### config.mk
export PLATFORM = sky130hd
export DESIGN_NAME = c3ca_queue
export DESIGN_NICKNAME = d
export VERILOG_FILES = /design/src/rtl/core/c3ca_pkg.sv /design/src/rtl/core/c3ca_queue.sv
export SDC_FILE = /design/constraint.sdc
export NUM_CORES = 1
export LEC_CHECK = 0
export BUFFER_PORTS_ARGS = -buffer_cell sky130_fd_sc_hd__buf_4
export CAP_MARGIN = 15
export CORE_ASPECT_RATIO = 1.5
export CORE_MARGIN = 2
export CORE_UTILIZATION = 60
export DETAILED_ROUTE_END_ITERATION = 10
export PLACE_DENSITY = 0.81
export SLEW_MARGIN = 20
export SYNTH_ARGS = -nofsm -noshare
export SYNTH_HDL_FRONTEND = slang
export SYNTH_SLANG_ARGS = --single-unit
### constraint.sdc
create_clock -name clk -period 6.65 [get_ports clk]
set_clock_uncertainty 0.1 [all_clocks]
set_input_delay 0 -clock clk [delete_from_list [all_inputs] [get_ports clk]]
set_output_delay 0 -clock clk [all_outputs]
set_load 0.01 [all_outputs]
### src/rtl/core/c3ca_pkg.sv
// ----------------------------------------------------------------------------
// c3ca_pkg
// Shared types and constants for the 3x3 channel-accumulating convolver.
// ----------------------------------------------------------------------------
package c3ca_pkg;

  localparam int MAX_SIZE    = 224;
  localparam int PAD_MAX     = MAX_SIZE + 2;
  localparam int STORE_DEPTH = PAD_MAX * PAD_MAX;
  localparam int STORE_AW    = $clog2(STORE_DEPTH);
  localparam int LINE_AW     = $clog2(PAD_MAX);
  localparam int CNT_W       = $clog2(PAD_MAX + 1);
  localparam int FS_W        = 8;
  localparam int ADDR_W      = 16;
  localparam int SAMPLE_W    = 16;
  localparam int WIDX_W      = 4;
  localparam int ACC_W       = 48;
  localparam int PROD_W      = 2 * SAMPLE_W;
  localparam int SUM_W       = PROD_W + 4;
  localparam int TAPS        = 9;
  localparam int Q_DEPTH     = 8;
  localparam int Q_AW        = $clog2(Q_DEPTH);
  localparam int FRONT_STAGES = 3;

  typedef enum logic [1:0] {
    OP_WEIGHT  = 2'd0,
    OP_PIXEL   = 2'd1,
    OP_READ    = 2'd2,
    OP_PRELOAD = 2'd3
  } opcode_t;

  // OP_PIXEL in a command means: add data to the entry.
  typedef struct packed {
    opcode_t                  kind;
    logic [ADDR_W-1:0]        addr;
    logic signed [ACC_W-1:0]  data;
  } cmd_t;

  typedef struct packed {
    logic clearing;
  } back_status_t;

endpackage

### src/rtl/core/c3ca_queue.sv
// ----------------------------------------------------------------------------
// c3ca_queue
// Short command FIFO between the front and back parts.
// ----------------------------------------------------------------------------
module c3ca_queue (
  input  logic                   clk,
  input  logic                   rst,
  input  logic                   push,
  input  c3ca_pkg::cmd_t         push_cmd,
  input  logic                   pop,
  output logic                   pop_valid,
  output c3ca_pkg::cmd_t         pop_cmd,
  output logic [c3ca_pkg::Q_AW:0] count
);
  import c3ca_pkg::*;

  cmd_t            slots [Q_DEPTH];
  logic [Q_AW-1:0] wr_ptr;
  logic [Q_AW-1:0] rd_ptr;
  logic            do_pop;

  assign pop_valid = (count != '0);
  assign pop_cmd   = slots[rd_ptr];
  assign do_pop    = pop && pop_valid;

  always_ff @(posedge clk) begin
    if (rst) begin
      wr_ptr <= '0;
      rd_ptr <= '0;
      count  <= '0;
    end else begin
      if (push) begin
        wr_ptr <= wr_ptr + 1'b1;
      end
      if (do_pop) begin
        rd_ptr <= rd_ptr + 1'b1;
      end
      count <= count + (Q_AW+1)'(push) - (Q_AW+1)'(do_pop);
    end
  end

  always_ff @(posedge clk) begin
    if (push) begin
      slots[wr_ptr] <= push_cmd;
    end
  end

endmodule

==> impl_metrics.ini <==
[synth]
yosysSeqAreaShare = 0.7884
synth.distinct_cells = 25
synth_nets = 916
syn-cell-area_um2 = 20440
synth.area.top_cells = edfxtp_1, mux4_2, mux2_2
syn_inst = 839
ys_seq_elements = 541
yosys.area.top_type_share = 0.7757
synth_warnings = 0
yosys.area.top_type = edfxtp_1
syn_area_per_cell_um2 = 24.36

[timing]
hold_ws_ps = 124.1
max_freq_ghz = 0.2948
drv_slew = 0
fin_setup_tns_ps = 0
relSlewSlack = 0.2777
finalHoldViolCount = 0
setup_slack_ps = 3258
period_minus_slack_ps = 3392
finalCritPeriodShare = 0.5101
setup_viol = 0
grt_setup_unrepaired = no
worst_slew_pin_slew_ps = 1081

[global_routing]
grt_pass1_wl_um = 59130
antenna_found_initial = 2
grt.overflow.total = 0
grt_usage = 0.2241
grt_pass1_vias = 10090
grt_max_degree = 57

[power]
p_int_mw = 6.129
leakage_nw = 7.834
power_switching_share = 0.2209
p_per_area_nw_per_um2 = 323.9
p_switching_mw = 1.737
clkPwrFrac = 0.352
peakVddDrop_mv = 0.2481
seq_power_share = 0.501
combPwrFrac = 0.147

[cts]
cts_hold_buffers = 70
clock_path_buffers = 3
clk_pin_slew_ps = 60
cts_setup_buffers = 0
root_buffer = clkbuf_16
cts.htree.levels = 2
postCtsResizedCells = 0
numCtsBuffers = 46
cts_tree = built
clock-sinks = 541
clock_latency_ps = 550

[floorplan]
dieHeight_um = 230.1
core_area_um2 = 33450
rows = 82
die_x_um = 154.7
io_pins = 141
dieArea_um2 = 35590
start_util = 0.6111

[drt]
via_per_inst = 6.077
vias = 9304
wl_per_cell_um = 25.27
drtIter0Drc = 741
ant_nets = 0
first_pass_iters = 6
routed_wl_um = 38680
drc = 0

[place]
dp_slack_ps = 3421
dp_cells = 1377
dp_hpwl_um = 19720
portBuffers = 140
gp_congestion = 0.7008

[outcome]
outcome = finished, final reports clean

[critical_path]
required_ps = 6550
r2r_cells = 3
worstPathCellList = buf_4, mux4_2, mux2_2, buf_4
cpPeakStageDelay_ps = 960
reg2reg_to = slots[6][13]
critPathKind = reg -> out
crit_top_cell = buf_4
slowest_stage = dfxtp_4
reg2reg_setup_slack_ps = 3940
startpoint_type = flop
worst-path-max-fanout = 45
cp.arrival_ps = 3290
endpoint = pop_cmd[44]
critPathCaptureType = primary output
r2r-start = wr_ptr[1]

[cells_and_area]
drive_gt1_frac = 0.3928
layout.cells.non_filler = 1531
nets = 1152
layout_common_cells = edfxtp_1, buf_4, mux4_2
area_delta_synth_final_pct = 18.80
final_common_cell = edfxtp_1

[worst_hold_path]
hold_path_class = in -> reg

[job]
cap_violations = 0
==> power groups by stage <==
stage,Combinational (mW),Clock (mW),Sequential [mW]
finish,1.16,2.77,3.94
detailed placement,1.13,0,4.01
global placement,1.11,0,4.01
CTS,1.18,2.82,3.94
global route,1.24,2.94,3.95
floorplan,0.738,0,3.95
==> cells in the mapped netlist, drive strengths merged <==
master,number
dfxtp,13
nand2,5
or3,1
mux2,68
nor2b,2
nor3,2
a31o,1
edfxtp,528
buf,24
xor2,2
ha,6
a21oi,6
nor3b,1
xnor2,1
nand3,3
nor2,13
clkbuf,14
inv,8
o21ai,3
mux2i,1
mux4,132
nand2b,4
fa,1
==> metal layers <==
layer / vias up / track usage / share of wire
li1: 4030 / - / -
met1: 4864 / 0.2923 / 0.38
met2: 356 / 0.3915 / 0.54
met3: 52 / 0.03524 / 0.058
met5: - / 0 / 0.00034
met4: 2 / 0.07350 / 0.021
==> worst min-delay path by stage <==
stage | start | end | slack, ps | depth (start not counted)
2_1_floorplan | push_cmd[0] | slots[0][0] | -1 | 0
3_3_place_gp | push_cmd[55] | slots[2][55] | 130 | 1
6_report | push_cmd[39] | slots[1][39] | 120 | 2
5_1_grt | push_cmd[16] | slots[7][16] | 120 | 2
3_5_place_dp | push_cmd[58] | slots[2][58] | 130 | 1
4_1_cts | push_cmd[60] | slots[5][60] | 100 | 2
==> cell families after synthesis <==
| logic type | after synthesis | share of synthesized area |
|---|---|---|
| compound gates | 10 | 0.002632 |
| xor+xnor | 3 | 0.001286 |
| fa+ha+maj | 7 | 0.004652 |
| buf+inv | 46 | 0.01261 |
| flops | 541 | 0.7884 |
| mux | 201 | 0.1834 |
| simple gates | 31 | 0.007039 |
==> per-stage QoR <==
stage | total power, mW | util | cell area (um2)
2_1_floorplan | 4.690 | - | 20440
3_3_place_gp | 5.118 | 0.6568 | 21970
3_5_place_dp | 5.143 | 0.6576 | 22000
4_1_cts | 7.934 | 0.7258 | 24280
5_1_grt | 8.128 | 0.7260 | 24280
6_report | 7.866 | 0.7260 | 24280
==> registers in the layout, indices dropped and copies added, names as in the netlist, named ones only <==
| register | count |
|---|---|
| count | 4 |
| slots | 528 |
| wr_ptr | 3 |
| rd_ptr | 3 |
==> final cells by class <==
class	instances	area [um2]
inverters	8	30.03
fillers	1849	9164
clock inverters	31	342.8
flip-flops and latches	541	16130
clock buffers	52	1237
repair buffers	226	1896
diodes	1	2.502
well taps	420	525.5
multi-input cells	252	4123
==> worst max-delay path, delay by kind of cell, from the launching register on <==
kind | cells | cell delay [ps]
buffers and inverters | 2 | 870
DFF | 1 | 960
muxes | 2 | 900
Power figures use the tool's default switching activity.
